<file path="src/assert_macros.svh">
// Assertion macros used by the search engine core.
// Define NO_ASSERTIONS to compile them out.
`ifndef ASSERT_MACROS_SVH
`define ASSERT_MACROS_SVH

`ifndef NO_ASSERTIONS

// Property must hold at every clock edge outside reset.
`define ASSERT_ALWAYS(label, clk, rst_n, prop) \
    label: assert property (@(posedge clk) disable iff (!rst_n) (prop)) \
        else $error("assertion failed: label");

// When pre holds, post must hold at the same edge.
`define ASSERT_IMPLY(label, clk, rst_n, pre, post) \
    label: assert property (@(posedge clk) disable iff (!rst_n) (pre) |-> (post)) \
        else $error("assertion failed: label");

`else

`define ASSERT_ALWAYS(label, clk, rst_n, prop)
`define ASSERT_IMPLY(label, clk, rst_n, pre, post)

`endif

`endif

</file>
<file path="src/owse_pkg.sv">
// ----------------------------------------------------------------------------
// owse_pkg
// Types and codes shared by the 1-Wire search-ROM engine.
// ----------------------------------------------------------------------------
`default_nettype none

package owse_pkg;

    localparam int unsigned ROM_BITS     = 64;
    localparam int unsigned POS_W        = 7;
    localparam int unsigned FAMILY_LIMIT = 9;
    localparam int unsigned LFD_W        = 4;

    localparam logic [7:0] SEARCH_CMD_RESET = 8'd240;

    // Input opcodes
    localparam logic [2:0] OP_FIRST   = 3'd0;
    localparam logic [2:0] OP_NEXT    = 3'd1;
    localparam logic [2:0] OP_VERIFY  = 3'd2;
    localparam logic [2:0] OP_RST_OUT = 3'd3;
    localparam logic [2:0] OP_BITPAIR = 3'd4;
    localparam logic [2:0] OP_TARGET  = 3'd5;
    localparam logic [2:0] OP_SKIP    = 3'd6;

    // Result status codes
    localparam logic [2:0] ST_RESET   = 3'd0;
    localparam logic [2:0] ST_CMD     = 3'd1;
    localparam logic [2:0] ST_DIR     = 3'd2;
    localparam logic [2:0] ST_FOUND   = 3'd3;
    localparam logic [2:0] ST_NONE    = 3'd4;
    localparam logic [2:0] ST_SETUP   = 3'd5;
    localparam logic [2:0] ST_IGNORED = 3'd6;

    typedef struct packed {
        logic [2:0] opcode;
        logic       id_bit;
        logic       complement_bit;
        logic       presence_absent;
        logic [7:0] family_byte;
    } t_in_word;

    typedef struct packed {
        logic [2:0]          status;
        logic                direction;
        logic [7:0]          command_byte;
        logic [ROM_BITS-1:0] rom_id;
        logic                verify_match;
    } t_out_word;

endpackage

`default_nettype wire

</file>
<file path="src/owse_core.sv">
// ----------------------------------------------------------------------------
// owse_core
// Search state registers and the combinational step logic that turns one
// registered input word into one result word.
// ----------------------------------------------------------------------------
`default_nettype none
`include "assert_macros.svh"

module owse_core
    import owse_pkg::*;
(
    input  wire logic      i_clk,
    input  wire logic      i_rst_n,
    input  wire logic      i_step,
    input  wire t_in_word  i_word,
    input  wire logic [7:0] i_search_cmd,
    output t_out_word      o_result
);

    localparam logic [1:0] PH_IDLE  = 2'd0;
    localparam logic [1:0] PH_RESET = 2'd1;
    localparam logic [1:0] PH_BITS  = 2'd2;

    localparam logic [POS_W-1:0] POS_FIRST  = POS_W'(1);
    localparam logic [POS_W-1:0] POS_LAST   = POS_W'(ROM_BITS);
    localparam logic [POS_W-1:0] POS_FAMILY = POS_W'(FAMILY_LIMIT);

    logic [ROM_BITS-1:0] r_rom,      n_rom;
    logic [POS_W-1:0]    r_ld,       n_ld;
    logic [LFD_W-1:0]    r_lfd,      n_lfd;
    logic                r_ldf,      n_ldf;
    logic [POS_W-1:0]    r_bit_pos,  n_bit_pos;
    logic [POS_W-1:0]    r_lzp,      n_lzp;
    logic [1:0]          r_phase,    n_phase;
    logic                r_verify,   n_verify;
    logic [ROM_BITS-1:0] r_bk_rom,   n_bk_rom;
    logic [POS_W-1:0]    r_bk_ld,    n_bk_ld;
    logic                r_bk_ldf,   n_bk_ldf;
    logic [LFD_W-1:0]    r_bk_lfd,   n_bk_lfd;

    always_comb begin
        t_out_word        res;
        logic             do_finish;
        logic             fin_found;
        logic             fin_dir;
        logic             ok;
        logic             dir;
        logic [POS_W-1:0] pos;
        logic [POS_W-1:0] pos_m1;
        logic [5:0]       idx;

        n_rom     = r_rom;
        n_ld      = r_ld;
        n_lfd     = r_lfd;
        n_ldf     = r_ldf;
        n_bit_pos = r_bit_pos;
        n_lzp     = r_lzp;
        n_phase   = r_phase;
        n_verify  = r_verify;
        n_bk_rom  = r_bk_rom;
        n_bk_ld   = r_bk_ld;
        n_bk_ldf  = r_bk_ldf;
        n_bk_lfd  = r_bk_lfd;

        res        = '0;
        res.status = ST_IGNORED;
        do_finish  = 1'b0;
        fin_found  = 1'b0;
        fin_dir    = 1'b0;
        ok         = 1'b0;
        dir        = 1'b0;
        pos        = r_bit_pos;
        pos_m1     = POS_W'(r_bit_pos - POS_FIRST);
        idx        = pos_m1[5:0];

        unique case (i_word.opcode) inside
            OP_FIRST, OP_NEXT, OP_VERIFY: begin
                if (r_phase == PH_IDLE) begin
                    if (i_word.opcode == OP_FIRST) begin
                        n_ld     = '0;
                        n_lfd    = '0;
                        n_ldf    = 1'b0;
                        n_verify = 1'b0;
                    end else if (i_word.opcode == OP_NEXT) begin
                        n_verify = 1'b0;
                    end else begin
                        n_bk_rom = r_rom;
                        n_bk_ld  = r_ld;
                        n_bk_ldf = r_ldf;
                        n_bk_lfd = r_lfd;
                        n_ld     = POS_LAST;
                        n_ldf    = 1'b0;
                        n_verify = 1'b1;
                    end
                    n_bit_pos = POS_FIRST;
                    n_lzp     = '0;
                    if (n_ldf) begin
                        do_finish = 1'b1;
                    end else begin
                        n_phase    = PH_RESET;
                        res.status = ST_RESET;
                    end
                end
            end
            OP_RST_OUT: begin
                if (r_phase == PH_RESET) begin
                    if (i_word.presence_absent) begin
                        do_finish = 1'b1;
                    end else begin
                        n_phase          = PH_BITS;
                        res.status       = ST_CMD;
                        res.command_byte = i_search_cmd;
                    end
                end
            end
            OP_BITPAIR: begin
                if (r_phase == PH_BITS && pos >= POS_FIRST && pos <= POS_LAST) begin
                    if (i_word.id_bit && i_word.complement_bit) begin
                        do_finish = 1'b1;
                    end else begin
                        if (i_word.id_bit != i_word.complement_bit) begin
                            dir = i_word.id_bit;
                        end else begin
                            if (pos < r_ld) begin
                                dir = r_rom[idx];
                            end else begin
                                dir = (pos == r_ld);
                            end
                            if (!dir) begin
                                n_lzp = pos;
                                if (pos < POS_FAMILY) begin
                                    n_lfd = pos[LFD_W-1:0];
                                end
                            end
                        end
                        n_rom[idx] = dir;
                        n_bit_pos  = POS_W'(pos + POS_FIRST);
                        if (pos == POS_LAST) begin
                            do_finish = 1'b1;
                            fin_found = 1'b1;
                            fin_dir   = dir;
                        end else begin
                            res.status    = ST_DIR;
                            res.direction = dir;
                        end
                    end
                end
            end
            OP_TARGET: begin
                if (r_phase == PH_IDLE) begin
                    n_rom      = ROM_BITS'(i_word.family_byte);
                    n_ld       = POS_LAST;
                    n_lfd      = '0;
                    n_ldf      = 1'b0;
                    res.status = ST_SETUP;
                end
            end
            OP_SKIP: begin
                if (r_phase == PH_IDLE) begin
                    n_ld       = POS_W'(r_lfd);
                    n_lfd      = '0;
                    if (r_lfd == '0) begin
                        n_ldf = 1'b1;
                    end
                    res.status = ST_SETUP;
                end
            end
            default: begin
                res.status = ST_IGNORED;
            end
        endcase

        // Common end of a search: found, none, and the verify restore.
        if (do_finish) begin
            ok = fin_found;
            if (fin_found) begin
                n_ld = n_lzp;
                if (n_lzp == '0) begin
                    n_ldf = 1'b1;
                end
            end
            if (!ok || n_rom[7:0] == 8'd0) begin
                n_ld  = '0;
                n_lfd = '0;
                n_ldf = 1'b0;
                ok    = 1'b0;
            end
            res.rom_id = ok ? n_rom : '0;
            if (n_verify) begin
                res.verify_match = ok && (n_rom == n_bk_rom);
                n_rom    = n_bk_rom;
                n_ld     = n_bk_ld;
                n_ldf    = n_bk_ldf;
                n_lfd    = n_bk_lfd;
                n_verify = 1'b0;
            end
            n_phase       = PH_IDLE;
            res.status    = ok ? ST_FOUND : ST_NONE;
            res.direction = fin_dir;
        end

        o_result = res;
    end

    always_ff @(posedge i_clk) begin
        if (!i_rst_n) begin
            r_rom     <= '0;
            r_ld      <= '0;
            r_lfd     <= '0;
            r_ldf     <= 1'b0;
            r_bit_pos <= POS_FIRST;
            r_lzp     <= '0;
            r_phase   <= PH_IDLE;
            r_verify  <= 1'b0;
        end else if (i_step) begin
            r_rom     <= n_rom;
            r_ld      <= n_ld;
            r_lfd     <= n_lfd;
            r_ldf     <= n_ldf;
            r_bit_pos <= n_bit_pos;
            r_lzp     <= n_lzp;
            r_phase   <= n_phase;
            r_verify  <= n_verify;
        end
    end

    // The backup copy is only read after a verify start has written it.
    always_ff @(posedge i_clk) begin
        if (i_step) begin
            r_bk_rom <= n_bk_rom;
            r_bk_ld  <= n_bk_ld;
            r_bk_ldf <= n_bk_ldf;
            r_bk_lfd <= n_bk_lfd;
        end
    end

    `ASSERT_IMPLY(a_pos_in_range, i_clk, i_rst_n, r_phase == PH_BITS,
        r_bit_pos >= POS_FIRST && r_bit_pos <= POS_LAST)
    `ASSERT_IMPLY(a_verify_busy, i_clk, i_rst_n, r_verify, r_phase != PH_IDLE)
    `ASSERT_IMPLY(a_cmd_only_on_cmd, i_clk, i_rst_n,
        i_step && o_result.command_byte != 8'd0, o_result.status == ST_CMD)
    `ASSERT_IMPLY(a_found_family, i_clk, i_rst_n, i_step && o_result.status == ST_FOUND,
        o_result.rom_id[7:0] != 8'd0)

endmodule

`default_nettype wire

</file>
<file path="src/one_wire_rom_search_engine.sv">
// ----------------------------------------------------------------------------
// one_wire_rom_search_engine
// Search-ROM sequencer for a 1-Wire master: one result word per input word.
// ----------------------------------------------------------------------------
// Usage:
// The master sends words on the input channel (start first/next/verify, the
// reset presence outcome, each id/complement bit pair, target-family and
// family-skip setups). For every accepted word exactly one result word comes
// out on the output channel: issue reset, send command, write direction,
// found, none, setup done or ignored.
// An accepted word waits in the input register; its result word is written
// to the result register when the core steps, and the receiver takes it there.
// One word is accepted every cycle while the receiver does not stall; the state
// update for a word is a single step between the input and the result register.
// When the receiver stalls, the result register holds its word and the input
// register takes one more word; after that the input ready drops.
// The configuration channel writes the search command byte and is always
// ready; write it only while no word is in flight.
// Reset clears the search state, empties both registers and sets the search
// command to 0xF0.
// ----------------------------------------------------------------------------
`default_nettype none

module one_wire_rom_search_engine
    import owse_pkg::*;
(
    input  wire logic       i_clk,
    input  wire logic       i_rst_n,
    input  wire logic       i_in_valid,
    output logic            o_in_ready,
    input  wire t_in_word   i_in_word,
    output logic            o_out_valid,
    input  wire logic       i_out_ready,
    output t_out_word       o_out_word,
    input  wire logic       i_cfg_valid,
    output logic            o_cfg_ready,
    input  wire logic [7:0] i_cfg_data
);

    logic       r_in_valid;
    t_in_word   r_in_word;
    logic       r_out_valid;
    t_out_word  r_out_word;
    logic [7:0] r_search_cmd;
    logic       advance;
    t_out_word  step_result;

    assign advance     = r_in_valid && (!r_out_valid || i_out_ready);
    assign o_in_ready  = !r_in_valid || advance;
    assign o_out_valid = r_out_valid;
    assign o_out_word  = r_out_word;
    assign o_cfg_ready = 1'b1;

    owse_core u_core (
        .i_clk        (i_clk),
        .i_rst_n      (i_rst_n),
        .i_step       (advance),
        .i_word       (r_in_word),
        .i_search_cmd (r_search_cmd),
        .o_result     (step_result)
    );

    always_ff @(posedge i_clk) begin
        if (!i_rst_n) begin
            r_in_valid   <= 1'b0;
            r_out_valid  <= 1'b0;
            r_search_cmd <= SEARCH_CMD_RESET;
        end else begin
            if (o_in_ready) begin
                r_in_valid <= i_in_valid;
            end
            if (advance) begin
                r_out_valid <= 1'b1;
            end else if (i_out_ready) begin
                r_out_valid <= 1'b0;
            end
            if (i_cfg_valid) begin
                r_search_cmd <= i_cfg_data;
            end
        end
    end

    always_ff @(posedge i_clk) begin
        if (i_in_valid && o_in_ready) begin
            r_in_word <= i_in_word;
        end
        if (advance) begin
            r_out_word <= step_result;
        end
    end

endmodule

`default_nettype wire

</file>
<file path="config.mk">
export PLATFORM = sky130hd
export DESIGN_NAME = one_wire_rom_search_engine
export DESIGN_NICKNAME = d
export VERILOG_FILES = /design/src/owse_pkg.sv /design/src/owse_core.sv /design/src/one_wire_rom_search_engine.sv
export VERILOG_INCLUDE_DIRS = /design/src /design/src/src
export SDC_FILE = /design/constraint.sdc
export NUM_CORES = 1
export LEC_CHECK = 0
export ABC_AREA = 1
export BUFFER_PORTS_ARGS = -buffer_cell sky130_fd_sc_hd__buf_2
export CAP_MARGIN = 20
export CELL_PAD_IN_SITES_DETAIL_PLACEMENT = 1
export CELL_PAD_IN_SITES_GLOBAL_PLACEMENT = 2
export CORE_ASPECT_RATIO = 0.7
export CORE_MARGIN = 3
export CORE_UTILIZATION = 34
export CTS_CLUSTER_DIAMETER = 50
export DETAILED_ROUTE_END_ITERATION = 16
export PLACE_DENSITY_LB_ADDON = 0.25
export SETUP_SLACK_MARGIN = 0.05
export SKIP_CTS_REPAIR_TIMING = 1
export SLEW_MARGIN = 0
export SYNTH_ARGS = -nofsm -noshare
export SYNTH_HDL_FRONTEND = slang
export SYNTH_SLANG_ARGS = --single-unit
</file>
<file path="constraint.sdc">
create_clock -name i_clk -period 9.3 [get_ports i_clk]
set_clock_uncertainty 0.05 [all_clocks]
set_input_delay 0.465 -clock i_clk [delete_from_list [all_inputs] [get_ports i_clk]]
set_output_delay 0.465 -clock i_clk [all_outputs]
set_load 0.01 [all_outputs]
</file>
==> metrics.csv, run 1 <==
metric;value;unit
synth_flop_cell;edfxtp_1;
gp_congestion;0.873;
yosysSeqAreaShare;0.446;
final_nets;2241;
clkTransAtPathRegs;60;ps
final_cell_mix;nand2_1 (651), inv_1 (190), a21oi_1 (172), nor2_1 (169), edfxtp_1 (167);
cts_root_buf;clkbuf_16;
grt_max_degree;142;
status;complete, no violations;
final_core_utilization;0.396;
via_count;15400;
synth_xor_area_frac;0.00379;
hp-class;input port to flip-flop;
reg2reg_depth;23;
areaGrowthSynthToFinish;13.7;%
ir_drop;0.104;mV
synth-simple-area-share;0.281;
syn_inst;2146;
synth_edf_count;167;
die_h;187;um
htreeDepth;2;
slowest_delay;700;ps
netlist_area;15900;um2
numCtsBuffers;37;
antenna_found_initial;1;
slew_violations;0;
post-place-cells;2766;
n_fill_cell;5688;
setup_viol;0;
grt_pass1_vias;15500;
synth_top_family_by_area;simple AND/OR/NAND/NOR gates;
fin_crit_sh;0.608;
drc_errors;0;
synth.area.mux_share;0.000631;
swShare;0.283;
coreArea;45500;um2
intPower;2.30;mW
grt.total_usage;0.248;
crit_path_end_kind;flip-flop;
fmax;0.177;GHz
insertion_delay;540;ps
chipWidth;264;um
max_cap_viol_count;0;
place_area;16800;um2
cp_data_required_time;9550;ps
ys_types;49;
critical_path.max_fanout;44;
yosysWarnings;0;
synth_compound_area_frac;0.176;
ant_nets;0;
ys_seq_elements;270;
slowest_stage;buf_4;
drtIter0Drc;1271;
final_area;18000;um2
io-pin-count;107;
port_buffers;105;
rsz0062_at_grt;no;
power;3.21;mW
cp_cell_sequence;inv_2, ha_1, clkinv_1, nand3_1, nand2_1, nand2_1, nand3_1, nand3_1, nand3_1, nand3_1, nand2_1, nand2_1, nand2_2, nand2_1, a21oi_2, nand2_1, nor2_1, nand2_2, nand2_2, buf_4, nor2_1, nand3_1, nor2_1;
syn-num-nets;2185;
overflow;0;
startpoint;u_core.r_bit_pos[0];
rows;65;
final.setup.tns;0;ps
power.density;178;nW/um2
crit_path_start_kind;flip-flop;
endpoint;o_out_word[0];
clkSinkCount;270;
instances_no_fill;2834;
cts_buffer_depth;3;
p_comb_frac;0.122;
power.leakage;7.25;nW
dieArea;49300;um2
dp.final_hpwl;41.9;mm
slew_headroom;0.285;
cts_tree;yes;
reg2reg_slack;3650;ps
wl_per_cell;21.9;um
cp.arrival;5900;ps
finalHoldViolations;0;
worst_pin_slew;1070;ps
r2r-end;o_out_word[0];
syn-mean-instance-area;7.39;um2
viasPerCell;5.43;
layout_commonest_cell;nand2_1;
drt-total-wl;62.1;mm
start_util;0.348;
critPathKind;flip-flop to flip-flop;
rr_startpoint;u_core.r_bit_pos[0];
antennaDiodeCount;0;
ys_async_sr_fraction;0;
grt_pass1_wl;95.4;mm
p_sw;0.907;mW
first_pass_iters;5;
finalCriticalPeriod;5650;ps
power_frac_clock;0.459;
synth_fa_ha_area_frac;0.00947;
power_frac_seq;0.419;
drive_gt1_frac;0.136;
[state kept, by name, summed over array words and instances (netlist names)]
signal,flops
u_core.r_rom,64
o_out_valid,1
u_core.r_lfd,4
r_in_word,14
u_core.r_bk_ld,7
u_core.r_bk_lfd,4
u_core.r_bk_rom,64
u_core.r_verify,1
u_core.r_phase,2
r_search_cmd,8
u_core.r_bit_pos,7
u_core.r_lzp,7
r_in_valid,1
u_core.r_ldf,1
o_out_word,77
u_core.r_ld,7
u_core.r_bk_ldf,1
[worst max-delay path: cells and delay by family, from the launching register on]
kind / cells / cell delay (ps)
simple gates: 18 / 2550
buf+inv: 3 / 1560
fa+ha+maj: 1 / 600
flops: 1 / 320
compound gates: 1 / 280
[metrics by stage]
stage	hold WS, ps	worst slack, ps
2_1_floorplan	380	3450
3_3_place_gp	390	3930
3_5_place_dp	402	3660
4_1_cts	24.9	3650
5_1_grt	32.9	3180
6_report	43.2	3650
[cells by family after synthesis]
| group | count (synthesis) |
|---|---|
| xor gates and xnor gates | 6 |
| adders and majority gates | 12 |
| muxes | 1 |
| DFF | 270 |
| other | 1 |
| buffers and inverters | 318 |
| AOI/OAI and AO/OA | 483 |
| and+or+nand+nor | 1055 |
[power groups by stage]
stage               logic (mW)  registers (mW)  clock network [mW]
floorplan                0.251            1.37                   0
global placement         0.380            1.37                   0
detailed placement       0.387            1.37                   0
CTS                      0.389            1.34                1.50
global route             0.432            1.35                1.55
finish                   0.390            1.34                1.47
[worst min path at each step]
stage | startpoint | to | cells after the start
6_report | i_in_word[6] | r_in_word[6] | 1
5_1_grt | i_in_word[13] | r_in_word[13] | 1
4_1_cts | i_in_word[4] | r_in_word[4] | 1
3_5_place_dp | r_search_cmd[0] | r_search_cmd[0] | 2
3_3_place_gp | r_search_cmd[0] | r_search_cmd[0] | 2
2_1_floorplan | r_search_cmd[0] | r_search_cmd[0] | 2
[layout make-up]
class / instances / area (um2) / area share
Sequential cell: 270 / 7080 / 0.392
Clock inverter: 18 / 183 / 0.0101
Clock buffer: 50 / 1070 / 0.0592
Tap cell: 603 / 754 / 0.0418
Inverter: 214 / 811 / 0.0450
Multi-Input combinational cell: 1558 / 7500 / 0.416
Timing Repair Buffer: 121 / 646 / 0.0358
[cells in the mapped netlist (37+ instances only)]
master	instances	share of area
clkbuf_1	63	0.015
o211ai_1	70	0.033
o21ai_0	149	0.047
a21oi_1	172	0.054
edfxtp_1	167	0.32
o21a_1	37	0.018
inv_1	191	0.045
nor2_1	170	0.040
nand2_1	654	0.15
nand3_1	118	0.037
dfxtp_1	103	0.13
or2_2	72	0.028
[layer usage]
layer	vias up	global-route usage	part of all wire
met5	-	0	0
met4	0	0.0487	0.016
met3	67	0.0389	0.060
met2	409	0.361	0.42
met1	7662	0.384	0.51
li1	7238	-	-
Note: power is estimated with default switching activity, not from simulation.
==> run 2, diff against run 1 <==
--- a/config.mk
+++ b/config.mk
@@ -13,7 +13,7 @@
 export CELL_PAD_IN_SITES_GLOBAL_PLACEMENT = 2
 export CORE_ASPECT_RATIO = 0.7
 export CORE_MARGIN = 3
-export CORE_UTILIZATION = 34
+export CORE_UTILIZATION = 32
 export CTS_CLUSTER_DIAMETER = 50
 export DETAILED_ROUTE_END_ITERATION = 16
 export PLACE_DENSITY_LB_ADDON = 0.25
==> constraint.sdc (replaced) <==
create_clock -name i_clk -period 5.2 [get_ports i_clk]
set_clock_uncertainty 0.05 [all_clocks]
set_input_delay 0.26 -clock i_clk [delete_from_list [all_inputs] [get_ports i_clk]]
set_output_delay 0.26 -clock i_clk [all_outputs]
set_load 0.01 [all_outputs]
==> metrics.csv, run 2 (synthesis gave the netlist of run 1 again) <==
metric;value;unit
grt_pass1_wl;95.0;mm
n_fill_cell;5982;
antenna_found_initial;0;
whs;-3.62;ps
cts_buffer_depth;3;
viasPerCell;5.26;
fmax;0.218;GHz
critical_path.max_fanout;27;
slew_headroom;0.354;
htreeDepth;2;
min_delay_worst_endpoint;r_search_cmd[5];
die_h;192;um
port_buffers;105;
power.density;309;nW/um2
numCtsBuffers;38;
dieArea;52300;um2
clkTransAtPathRegs;60;ps
crit_path_end_kind;flip-flop;
areaGrowthSynthToFinish;16.1;%
critPathKind;flip-flop to flip-flop;
grt.total_usage;0.238;
overflow;0;
finalCriticalPeriod;4590;ps
first_pass_iters;5;
chipWidth;272;um
antennaDiodeCount;0;
drc_errors;0;
layout_commonest_cell;nand2_1;
cts_root_buf;clkbuf_16;
rsz0062_at_grt;no;
insertion_delay;540;ps
cp.arrival;4940;ps
dp.final_hpwl;42.8;mm
ant_nets;0;
io-pin-count;107;
fin_crit_sh;0.883;
drive_gt1_frac;0.141;
min_path_cells;2;
reg2reg_slack;610;ps
r2r-end;o_out_word[0];
rr_startpoint;u_core.r_bit_pos[1];
finalHoldViolations;3;
grt_pass1_vias;15000;
drt-total-wl;63.5;mm
reg2reg_depth;27;
power.leakage;7.39;nW
coreArea;48400;um2
slew_violations;0;
ir_drop;0.180;mV
largest_reg_flops;77;
grt_max_degree;109;
min_from;i_cfg_valid;
max_cap_viol_count;0;
crit_path_start_kind;flip-flop;
cts_tree;yes;
setup_viol;0;
hp-class;input port to flip-flop;
final_nets;2275;
final.setup.tns;0;ps
wl_per_cell;21.7;um
gp_congestion;0.862;
drtIter0Drc;1294;
worst_pin_slew;970;ps
final_cell_mix;nand2_1 (651), inv_1 (190), a21oi_1 (172), nor2_1 (169), edfxtp_1 (167);
rows;67;
start_util;0.328;
status;finished with violations;
failed_checks;hold timing;
cp_data_required_time;5540;ps
via_count;15400;
clkSinkCount;270;
run 2: cell types whose count changed in the layout (fill, tap and decap cells not counted):
cell	change
buf_4	+9
clkbuf_1	-3
buf_12	+2
inv_8	+1
clkinv_2	+1
dlygate4sd3_1	+22
clkbuf_8	-1
clkinvlp_4	+2
clkinv_4	+3
bufinv_16	-2
run 2: routing by layer:
metal / GRT usage / vias to the layer above / part of all wire
met5: 0 / - / 0
met4: 0.0437 / 0 / 0.018
met3: 0.0323 / 81 / 0.056
met2: 0.358 / 396 / 0.42
met1: 0.363 / 7544 / 0.50
li1: - / 7332 / -
run 2: worst max path at each step:
stage                   startpoint        endpoint  depth (start not counted)
2_1_floorplan  u_core.r_bit_pos[0]  o_out_word[74]                         27
3_3_place_gp   u_core.r_bit_pos[1]   o_out_word[0]                         26
3_5_place_dp   u_core.r_bit_pos[1]   o_out_word[0]                         26
4_1_cts        u_core.r_bit_pos[1]   o_out_word[0]                         26
5_1_grt        u_core.r_bit_pos[1]   o_out_word[0]                         26
6_report       u_core.r_bit_pos[1]   o_out_word[0]                         27
run 2: through the flow:
stage | total power [mW] | util | cells | instance area, um2 | setup slack [ps]
3_5_place_dp | 3.16 | 0.351 | 2829 | 17000 | 508
5_1_grt | 5.91 | 0.380 | 2920 | 18400 | 266
6_report | 5.68 | 0.380 | 2920 | 18400 | 608
2_1_floorplan | 2.90 | - | 2146 | 15900 | 1830
4_1_cts | 5.72 | 0.376 | 2898 | 18200 | 502
3_3_place_gp | 3.15 | 0.351 | 2829 | 17000 | 680
run 2: critical path, cell delays in order, from the launching register on:
cell and delay (ps):
dfxtp_1 400, inv_1 160, ha_1 310, buf_4 220, clkinvlp_4 280, nand3_1 120
nand2_1 80, nand2_1 50, nand3_1 80, nand3_1 80, nand3_1 80, nand3_1 90
nand2_1 90, nand2_1 80, nand2_2 220, buf_4 390, nand2_1 90, nand2_1 120
nand2_1 100, nand2_1 70, nand2_1 150, nor2_1 140, nand2_1 100, nor2_1 130
nand2_1 110, nor2_1 410, nand2_1 110, nor2_1 110
run 2: final cells by class:
type / count / area (um2) / area share
clock inverter: 23 / 176 / 0.00959
tap: 655 / 820 / 0.0445
timing repair buffer: 154 / 973 / 0.0529
inverter: 214 / 815 / 0.0443
multi-input combinational: 1558 / 7500 / 0.407
sequential: 270 / 7080 / 0.385
clock buffer: 46 / 1040 / 0.0566
run 2: where the power goes:
group / internal [mW] / switching, mW / total, mW
Combinational: 0.197 / 0.534 / 0.731
Clock: 1.46 / 1.09 / 2.55
Sequential: 2.37 / 0.0325 / 2.40
Total: 4.02 / 1.66 / 5.68
